**config.mk**
```make
export PLATFORM = sky130hd
export DESIGN_NAME = typed_slot_reservation_table_core
export DESIGN_NICKNAME = d
export VERILOG_FILES = /design/src/rtl/core/tsrt_pkg.sv /design/src/rtl/core/typed_slot_reservation_table_core.sv /design/src/rtl/core/tsrt_regs.sv /design/src/rtl/core/tsrt_ctrl.sv /design/src/rtl/core/tsrt_dp.sv
export SDC_FILE = /design/constraint.sdc
export NUM_CORES = 2
export LEC_CHECK = 0
export BUFFER_PORTS_ARGS = -buffer_cell sky130_fd_sc_hd__clkbuf_2
export CAP_MARGIN = 20
export CELL_PAD_IN_SITES_DETAIL_PLACEMENT = 1
export CELL_PAD_IN_SITES_GLOBAL_PLACEMENT = 1
export CORE_ASPECT_RATIO = 1.75
export CORE_MARGIN = 10
export CORE_UTILIZATION = 55
export CTS_CLUSTER_DIAMETER = 30
export DETAILED_ROUTE_END_ITERATION = 7
export PLACE_DENSITY_LB_ADDON = 0.3
export SLEW_MARGIN = 40
export SYNTH_ARGS = -nofsm -noshare
export SYNTH_HDL_FRONTEND = slang
export SYNTH_HIERARCHICAL = 1
export SYNTH_SLANG_ARGS = --single-unit
```
**constraint.sdc**
```tcl
create_clock -name clk -period 7.3 [get_ports clk]
set_input_delay 2.19 -clock clk [delete_from_list [all_inputs] [get_ports clk]]
set_output_delay 2.19 -clock clk [all_outputs]
set_load 0.05 [all_outputs]
```
**src/rtl/core/tsrt_pkg.sv**
```systemverilog
// Package: types, codes and constants shared by the typed slot reservation table
`default_nettype none
package tsrt_pkg;

	localparam int SLOTS_DEF = 64;

	localparam int PADDR_W = 3;
	localparam int PDATA_W = 32;
	localparam logic REG_ACTIVE_SLOTS = 1'b0;

	localparam logic [2:0] FUNC_INIT       = 3'd0;
	localparam logic [2:0] FUNC_RESERVE    = 3'd1;
	localparam logic [2:0] FUNC_FIND_OWNER = 3'd2;
	localparam logic [2:0] FUNC_FIND_ID    = 3'd3;
	localparam logic [2:0] FUNC_FIND_POS   = 3'd4;

	typedef struct packed {
		logic [2:0] func;
		logic [5:0] slot_sel;
		logic [7:0] pos_x;
		logic [7:0] pos_y;
		logic [7:0] kind;
		logic [7:0] client;
	} req_t;

	typedef struct packed {
		logic       found;
		logic [5:0] slot;
		logic [7:0] out_x;
		logic [7:0] out_y;
		logic [7:0] out_kind;
	} rsp_t;

	typedef struct packed {
		logic [7:0] x;
		logic [7:0] y;
		logic [7:0] kind;
		logic [7:0] owner;
	} entry_t;

	typedef enum logic [1:0] {
		ST_IDLE,
		ST_EXEC,
		ST_SCAN,
		ST_WAIT
	} state_t;

	typedef struct packed {
		logic load_req;
		logic init_wr;
		logic zero_res;
		logic scan_start;
		logic capture;
		logic load_out;
	} ctrl_cmd_t;

	typedef struct packed {
		logic is_init;
		logic is_search;
		logic scan_done;
		logic out_free;
	} dp_stat_t;

endpackage
`default_nettype wire

```
**src/rtl/core/typed_slot_reservation_table_core.sv**
```systemverilog
// Top level of the typed slot reservation table: request/response channels and config port
`default_nettype none
// One transaction at a time. Init and unknown function codes go to result delivery without
// a scan. Reserve and the find-by-owner and find-by-position lookups walk the slot memory
// through its single registered read port, one slot per cycle, over the first
// n = min(active_slots, SLOTS) slots, and stop at the first match. Find by id reads only the
// selected slot, and reads nothing when it lies outside the active range. The next request
// can be accepted in the cycle after the response is loaded; a response still held in the
// output register delays that load until it is taken, and the next request is accepted
// while the loaded response waits. active_slots is to be written only while the block is
// idle; the block itself does not enforce this.
module typed_slot_reservation_table_core
	import tsrt_pkg::*;
#(
	parameter int SLOTS = SLOTS_DEF
) (
	input  wire logic               clk,
	input  wire logic               arst_n,
	input  wire logic               req_valid,
	output logic                    req_ready,
	input  wire req_t               req,
	output logic                    rsp_valid,
	input  wire logic               rsp_ready,
	output rsp_t                    rsp,
	input  wire logic               psel,
	input  wire logic               penable,
	input  wire logic               pwrite,
	input  wire logic [PADDR_W-1:0] paddr,
	input  wire logic [PDATA_W-1:0] pwdata,
	output logic      [PDATA_W-1:0] prdata,
	output logic                    pready
);

	logic [6:0] active_slots;
	ctrl_cmd_t  cmd;
	dp_stat_t   stat;

	tsrt_regs u_regs (
		.clk          (clk),
		.arst_n       (arst_n),
		.psel         (psel),
		.penable      (penable),
		.pwrite       (pwrite),
		.paddr        (paddr),
		.pwdata       (pwdata),
		.prdata       (prdata),
		.pready       (pready),
		.active_slots (active_slots)
	);

	tsrt_ctrl u_ctrl (
		.clk       (clk),
		.arst_n    (arst_n),
		.req_valid (req_valid),
		.req_ready (req_ready),
		.stat      (stat),
		.cmd       (cmd)
	);

	tsrt_dp #(
		.SLOTS (SLOTS)
	) u_dp (
		.clk          (clk),
		.arst_n       (arst_n),
		.req_in       (req),
		.active_slots (active_slots),
		.cmd          (cmd),
		.stat         (stat),
		.rsp          (rsp),
		.rsp_valid    (rsp_valid),
		.rsp_ready    (rsp_ready)
	);

endmodule
`default_nettype wire

```
**src/rtl/core/tsrt_regs.sv**
```systemverilog
// Configuration register block: APB-style access to the active slot count
`default_nettype none
module tsrt_regs
	import tsrt_pkg::*;
(
	input  wire logic               clk,
	input  wire logic               arst_n,
	input  wire logic               psel,
	input  wire logic               penable,
	input  wire logic               pwrite,
	input  wire logic [PADDR_W-1:0] paddr,
	input  wire logic [PDATA_W-1:0] pwdata,
	output logic      [PDATA_W-1:0] prdata,
	output logic                    pready,
	output logic      [6:0]         active_slots
);

	logic [6:0] active_slots_q;
	logic       wr_en;

	assign pready = 1'b1;
	assign wr_en  = psel & penable & pwrite & pready;

	always_ff @(posedge clk or negedge arst_n) begin
		if (!arst_n) begin
			active_slots_q <= '0;
		end else if (wr_en && paddr[PADDR_W-1] == REG_ACTIVE_SLOTS) begin
			active_slots_q <= pwdata[6:0];
		end
	end

	always_comb begin
		prdata = '0;
		if (paddr[PADDR_W-1] == REG_ACTIVE_SLOTS) begin
			prdata = PDATA_W'(active_slots_q);
		end
	end

	assign active_slots = active_slots_q;

endmodule
`default_nettype wire

```
**src/rtl/core/tsrt_ctrl.sv**
```systemverilog
// Controller state machine: sequences accept, execute, scan and result delivery
`default_nettype none
module tsrt_ctrl
	import tsrt_pkg::*;
(
	input  wire logic      clk,
	input  wire logic      arst_n,
	input  wire logic      req_valid,
	output logic           req_ready,
	input  wire dp_stat_t  stat,
	output ctrl_cmd_t      cmd
);

	state_t state_q;
	state_t state_d;

	always_ff @(posedge clk or negedge arst_n) begin
		if (!arst_n) begin
			state_q <= ST_IDLE;
		end else begin
			state_q <= state_d;
		end
	end

	always_comb begin
		state_d   = state_q;
		cmd       = '0;
		req_ready = 1'b0;
		unique case (state_q)
			ST_IDLE: begin
				req_ready = 1'b1;
				if (req_valid) begin
					cmd.load_req = 1'b1;
					state_d      = ST_EXEC;
				end
			end
			ST_EXEC: begin
				if (stat.is_init) begin
					cmd.init_wr = 1'b1;
					state_d     = ST_WAIT;
				end else if (stat.is_search) begin
					cmd.scan_start = 1'b1;
					state_d        = ST_SCAN;
				end else begin
					cmd.zero_res = 1'b1;
					state_d      = ST_WAIT;
				end
			end
			ST_SCAN: begin
				if (stat.scan_done) begin
					cmd.capture = 1'b1;
					state_d     = ST_WAIT;
				end
			end
			ST_WAIT: begin
				if (stat.out_free) begin
					cmd.load_out = 1'b1;
					state_d      = ST_IDLE;
				end
			end
			default: begin
				state_d = ST_IDLE;
			end
		endcase
	end

endmodule
`default_nettype wire

```
**src/rtl/core/tsrt_dp.sv**
```systemverilog
// Datapath: slot memory, valid and owner flags, scan pipeline and result registers
`default_nettype none
module tsrt_dp
	import tsrt_pkg::*;
#(
	parameter int SLOTS = SLOTS_DEF
) (
	input  wire logic       clk,
	input  wire logic       arst_n,
	input  wire req_t       req_in,
	input  wire logic [6:0] active_slots,
	input  wire ctrl_cmd_t  cmd,
	output dp_stat_t        stat,
	output rsp_t            rsp,
	output logic            rsp_valid,
	input  wire logic       rsp_ready
);

	localparam int AW = (SLOTS > 1) ? $clog2(SLOTS) : 1;
	localparam int CW = $clog2(SLOTS + 1);

	req_t             req_q;
	rsp_t             res_q;
	rsp_t             rsp_q;
	logic             rsp_valid_q;
	logic [SLOTS-1:0] valid_q;
	logic [SLOTS-1:0] owned_q;
	entry_t           mem [SLOTS];

	logic [CW-1:0]    rd_idx_q;
	logic [CW-1:0]    end_q;
	logic             scan_q;
	logic             pend_s1;
	logic [AW-1:0]    idx_s1;
	entry_t           rd_data_s1;

	logic [7:0]       sel8;
	logic [7:0]       act8;
	logic [7:0]       n8;
	logic             init_ok;
	logic             id_ok;
	logic             more;
	logic             issue;
	logic             cond;
	logic             hit;
	logic             is_reserve;
	logic             wr_en;
	logic [AW-1:0]    wr_addr;
	entry_t           wr_data;
	logic [7:0]       idx8;

	assign sel8       = 8'(req_q.slot_sel);
	assign act8       = 8'(active_slots);
	assign n8         = (act8 > 8'(SLOTS)) ? 8'(SLOTS) : act8;
	assign init_ok    = sel8 < 8'(SLOTS);
	assign id_ok      = sel8 < n8;
	assign is_reserve = req_q.func == FUNC_RESERVE;
	assign more       = rd_idx_q < end_q;
	assign idx8       = 8'(idx_s1);

	always_comb begin
		stat.is_init   = 1'b0;
		stat.is_search = 1'b0;
		case (req_q.func) inside
			FUNC_INIT: stat.is_init = 1'b1;
			FUNC_RESERVE, FUNC_FIND_OWNER, FUNC_FIND_ID, FUNC_FIND_POS:
				stat.is_search = 1'b1;
			default: ;
		endcase
		stat.scan_done = scan_q & (hit | (!pend_s1 & !more));
		stat.out_free  = !rsp_valid_q | rsp_ready;
	end

	always_comb begin
		cond = 1'b0;
		case (req_q.func)
			FUNC_RESERVE:
				cond = !owned_q[idx_s1] && rd_data_s1.kind == req_q.kind;
			FUNC_FIND_OWNER:
				cond = owned_q[idx_s1] && rd_data_s1.kind == req_q.kind &&
					rd_data_s1.owner == req_q.client;
			FUNC_FIND_ID:
				cond = 1'b1;
			FUNC_FIND_POS:
				cond = rd_data_s1.x == req_q.pos_x && rd_data_s1.y == req_q.pos_y;
			default:
				cond = 1'b0;
		endcase
	end

	assign hit   = pend_s1 & valid_q[idx_s1] & cond;
	assign issue = scan_q & more & !hit;

	always_comb begin
		wr_en   = 1'b0;
		wr_addr = idx_s1;
		wr_data = '{x: rd_data_s1.x, y: rd_data_s1.y, kind: rd_data_s1.kind,
			owner: req_q.client};
		if (cmd.init_wr) begin
			wr_en   = init_ok;
			wr_addr = sel8[AW-1:0];
			wr_data = '{x: req_q.pos_x, y: req_q.pos_y, kind: req_q.kind, owner: 8'd0};
		end else if (cmd.capture) begin
			wr_en = hit & is_reserve;
		end
	end

	always_ff @(posedge clk) begin
		if (wr_en) begin
			mem[wr_addr] <= wr_data;
		end
		if (issue) begin
			rd_data_s1 <= mem[rd_idx_q[AW-1:0]];
			idx_s1     <= rd_idx_q[AW-1:0];
		end
	end

	always_ff @(posedge clk) begin
		if (cmd.load_req) begin
			req_q <= req_in;
		end
		if (cmd.init_wr) begin
			res_q <= '{found: 1'b1, slot: req_q.slot_sel, out_x: req_q.pos_x,
				out_y: req_q.pos_y, out_kind: req_q.kind};
		end else if (cmd.zero_res) begin
			res_q <= '0;
		end else if (cmd.capture) begin
			if (hit) begin
				res_q <= '{found: 1'b1, slot: idx8[5:0], out_x: rd_data_s1.x,
					out_y: rd_data_s1.y, out_kind: rd_data_s1.kind};
			end else begin
				res_q <= '0;
			end
		end
		if (cmd.load_out) begin
			rsp_q <= res_q;
		end
		if (cmd.scan_start) begin
			if (req_q.func == FUNC_FIND_ID) begin
				rd_idx_q <= id_ok ? sel8[CW-1:0] : '0;
				end_q    <= id_ok ? CW'(sel8 + 8'd1) : '0;
			end else begin
				rd_idx_q <= '0;
				end_q    <= n8[CW-1:0];
			end
		end else if (issue) begin
			rd_idx_q <= rd_idx_q + CW'(1);
		end
	end

	always_ff @(posedge clk or negedge arst_n) begin
		if (!arst_n) begin
			valid_q     <= '0;
			owned_q     <= '0;
			scan_q      <= 1'b0;
			pend_s1     <= 1'b0;
			rsp_valid_q <= 1'b0;
		end else begin
			if (cmd.init_wr && init_ok) begin
				valid_q[sel8[AW-1:0]] <= 1'b1;
				owned_q[sel8[AW-1:0]] <= 1'b0;
			end else if (cmd.capture && hit && is_reserve) begin
				owned_q[idx_s1] <= 1'b1;
			end
			if (cmd.scan_start) begin
				scan_q  <= 1'b1;
				pend_s1 <= 1'b0;
			end else if (cmd.capture) begin
				scan_q  <= 1'b0;
				pend_s1 <= 1'b0;
			end else begin
				pend_s1 <= issue;
			end
			if (cmd.load_out) begin
				rsp_valid_q <= 1'b1;
			end else if (rsp_ready) begin
				rsp_valid_q <= 1'b0;
			end
		end
	end

	assign rsp       = rsp_q;
	assign rsp_valid = rsp_valid_q;

endmodule
`default_nettype wire
```
==> flow_summary_export.csv <==
group,metric,value,unit
status,outcome,"finished, final reports clean",
floorplanning,start_util,0.5536,
synth,yosysWarnings,6,
setup_path,crit_chain,"and2_1 > a22oi_1 > o211ai_1 > and4_1 > and4_1 > o31ai_4 > a21boi_0 > and2_1 > o2111ai_4 > buf_12 > buf_16 > a21oi_4 > buf_4",
timing,setup_viol,0,
global_route,grt_overflow,0,
detailed_routing,vias,50868,
timing,worst_slew_pin_slew,0.9961,ns
timing,fin_crit,5.988,ns
cells_and_area,area_growth,16.59,%
floorplanning,die_width,329.4,µm
setup_path,worstPathMaxFanout,42,
clock_network,post_cts_buffers,0,
setup_path,critPathRequiredTime,7.76,ns
timing,clock_skew,0.06282,ns
flow_run,max_cap_viol_count,0,
floorplanning,ioPinCount,149,
global_route,grtUsageTotal,0.3081,
setup_path,cp_num_buf_inv,3,
timing,drv_slew,0,
floorplanning,rows,198,
synth,synth_seq_area_share,0.7557,
synth,avgSynthCellArea,19.64,µm²
synth,synthCells,4693,
timing,fin_crit_sh,0.8202,
worst_hold_path,holdCritStartpoint,"u_dp/res_q[10]",
synth,synth.cell_area,92160,µm²
worst_hold_path,hold_depth,0,
synth,synth_ff_type,"edfxtp_1",
timing,hold_violations,0,
clock_network,cts_resized,0,
global_route,grt_max_degree,117,
floorplanning,die_area,185000,µm²
timing,tns,0,ns
clock_network,htreeDepth,5,
setup_path,path_delay_family,"simple AND/OR/NAND/NOR gates",
power_and_ir_drop,p_leak,35.63,nW
placed_design,placed_cell_area,97160,µm²
clock_network,root_buffer,"clkbuf_16",
clock_network,path_clk_slew,0.06,ns
clock_network,clock-sinks,2343,
setup_path,worstSetupEndpointType,"flip-flop",
detailed_routing,ant_nets,0,
clock_network,clk_latency,0.86,ns
global_route,antenna_found_initial,7,
setup_path,r2r-start,"u_dp/idx_s1[1]",
clock_network,numCtsBuffers,299,
timing,rsz0062_at_grt,"false",
synth,ys_ff_latch,2343,
clock_network,cts_tree,"built",
setup_path,reg2regPathDepth,13,
worst_hold_path,min_to,"u_dp/rsp[10]",
timing,max_slew_margin,0.3359,
detailed_routing,via_per_inst,6.805,
placed_design,gp_congestion,0.9097,
setup_path,crit_start,"u_dp/idx_s1[1]",
floorplanning,core_area,166500,µm²
cells_and_area,layout-drive-gt1-share,0.2747,
setup_path,crit_slowest_cell,"edfxtp_1",
placed_design,port_buffers,95,
timing,max_freq,167.0,MHz
detailed_routing,drt_iter0_markers,7384,
global_route,grt_first_pass_wirelength,405.7,mm
synth,synth_edf_count,2202,
setup_path,timing.rr.end,"u_dp/mem[63][7]",
setup_path,path_class,"reg -> reg",
clock_network,cts.path.max_buffers,4,
cells_and_area,nFillCells,13613,
placed_design,hpwlAfterDp,161.6,mm
setup_path,cp-start-kind,"flip-flop",
setup_path,slowest_delay,0.85,ns
setup_path,critPathArrivalTime,6.45,ns
synth,synth_cell_types,72,
clock_network,ctsHoldBuffers,0,
setup_path,worst-r2r-setup-slack,1.31,ns
cells_and_area,stdcell_area,107400,µm²
detailed_routing,drt_wl_total,285.5,mm
worst_hold_path,hold_class,"reg -> reg",
detailed_routing,wl_per_cell,38.19,µm
power_and_ir_drop,power.density,438.1,nW/µm²
detailed_routing,drc,0,
global_route,grt_pass1_vias,54285,
power_and_ir_drop,vdd_drop_max,0.2761,mV
synth,async_reset_ff_frac,0.05975,
floorplanning,fp.dieH,561.5,µm
detailed_routing,dr.pass1.iters,6,
cells_and_area,nNetsFinal,5135,
-- synthesized netlist by cell type (4+ instances only) --
master    count  area (µm²)
nand2b_1     81       506.7
edfxtp_1   2202       66120
mux4_2      467       10520
buf_6         4       45.04
nor4_1        4       25.02
nand4_1       6       37.54
and3_1        6       37.54
and3b_1       6       52.55
o31ai_2       7       87.58
o221ai_1    123        1077
inv_1        35       131.4
o22ai_1      74       462.9
dfrtp_1     140        3503
mux2i_1     279        2793
and4_1        4       35.03
o32ai_1       5       43.79
and2_1        8       50.05
nand3_1      49       245.2
nor2b_1      17       106.4
nand2_1     354        1329
a21oi_1     114       570.6
mux2_2       27       304.0
a21o_1        5       37.54
buf_4        29       217.7
a22oi_1      20       150.1
a31oi_1      26       162.7
and2b_2       7       61.31
ha_1         17       212.7
o31ai_1      47       352.8
clkbuf_1    158       593.1
a221oi_1      6       52.55
buf_2        61       305.3
buf_1        47       176.4
xor2_1       23       201.4
a21boi_0     14       105.1
xnor2_1      19       166.4
nor3_1       13       65.06
a211oi_1     47       352.8
nor2_1       40       150.1
o21ai_0      60       300.3
-- worst max-delay path by stage --
stage / end / depth (start not counted) / slack, ns
after global routing: u_dp/mem[63][7] / 14 / 1.25
after floorplan: u_dp/mem[10][0] / 15 / 2.12
after global placement: u_dp/mem[14][19] / 12 / 1.77
after CTS: u_dp/mem[15][8] / 12 / 1.64
final: u_dp/mem[63][7] / 13 / 1.31
after detailed placement: u_dp/mem[15][7] / 12 / 1.69
-- cell usage in the layout (no fill, tap or decap), types with 15 or more instances in the layout --
| cell type | n |
|---|---|
| o31ai_1 | 47 |
| clkinv_1 | 18 |
| o21ai_0 | 43 |
| o21ai_4 | 16 |
| clkinvlp_4 | 34 |
| mux2_2 | 27 |
| xnor2_1 | 19 |
| a22oi_1 | 20 |
| o221ai_1 | 122 |
| clkbuf_16 | 306 |
| o22ai_1 | 74 |
| bufinv_16 | 21 |
| mux2i_1 | 279 |
| inv_8 | 26 |
| nand3_1 | 49 |
| clkbuf_2 | 94 |
| nor2_1 | 36 |
| edfxtp_1 | 2202 |
| a31oi_1 | 26 |
| a211oi_1 | 41 |
| conb_1 | 26 |
| clkinv_8 | 15 |
| inv_6 | 50 |
| nand2_1 | 352 |
| buf_4 | 178 |
| xor2_1 | 23 |
| ha_1 | 17 |
| a21oi_4 | 65 |
| inv_1 | 34 |
| clkbuf_1 | 25 |
| buf_12 | 18 |
| clkinv_2 | 27 |
| nand2b_1 | 80 |
| dfrtp_1 | 140 |
| mux4_2 | 467 |
| clkinv_4 | 18 |
| a21oi_1 | 48 |
-- sequential cells by signal (all words and copies together), names as in the netlist, 31 cells and up --
register,count
u_dp/valid_q,64
u_dp/rsp,31
u_dp/owned_q,64
u_dp/req_q,41
u_dp/mem,2048
u_dp/rd_data_s1,32
u_dp/res_q,31
-- stage by stage --
stage	total power, W	hold WS, ns	utilization	setup WS, ns	std cells
2_1_floorplan	0.02577	0.4003	-	2.123	4717
6_report	0.04707	0.4098	0.6454	1.312	7475
4_1_cts	0.04669	0.4132	0.6436	1.643	7462
3_3_place_gp	0.03109	0.4047	0.5814	1.771	6909
3_5_place_dp	0.03177	0.4063	0.5836	1.691	6922
5_1_grt	0.04813	0.4101	0.6454	1.247	7475
-- layout make-up --
class,count,area [µm²],area share
well taps,2200,2753,0.02562
flip-flops and latches,2343,69650,0.6482
diodes,1,2.502,0.00002329
multi-input cells,2038,22240,0.2070
inverters,37,146.4,0.001362
clock buffers,332,7754,0.07216
repair buffers,316,2679,0.02493
clock inverters,208,2228,0.02074
-- kinds of logic (layout without fill, tap and decap cells) --
| logic type | Yosys count | after routing | synth area share |
|---|---|---|---|
| AO/OA/AOI/OAI | 572 | 572 | 0.04343 |
| buffers and inverters | 336 | 893 | 0.01602 |
| XOR/XNOR | 42 | 42 | 0.003992 |
| flip-flops | 2343 | 2343 | 0.7557 |
| multiplexers | 773 | 773 | 0.1477 |
| other | 2 | 27 | 0.00008149 |
| AND/OR/NAND/NOR | 608 | 608 | 0.03070 |
| adder cells (fa/ha/maj) | 17 | 17 | 0.002308 |
-- layer usage --
layer  wire (µm)  GRT usage  vias to the layer above  share of wire
li1            -          -                    19956              -
met1       91460     0.3591                    26573           0.32
met2      143800     0.5147                     3424           0.50
met3       26370    0.05879                      909          0.092
met4       23740     0.2110                        6          0.083
met5          41          0                        -        0.00014
-- where the power goes --
group	leakage [nW]	total [W]	internal, W	switching [W]
sequential	21.8	0.0173	0.0169	0.000369
clock	4.80	0.0148	0.00865	0.00616
combinational	9.02	0.0150	0.00485	0.0101
total	35.6	0.0471	0.0304	0.0167
Note: power is estimated with default switching activity, not from simulation.
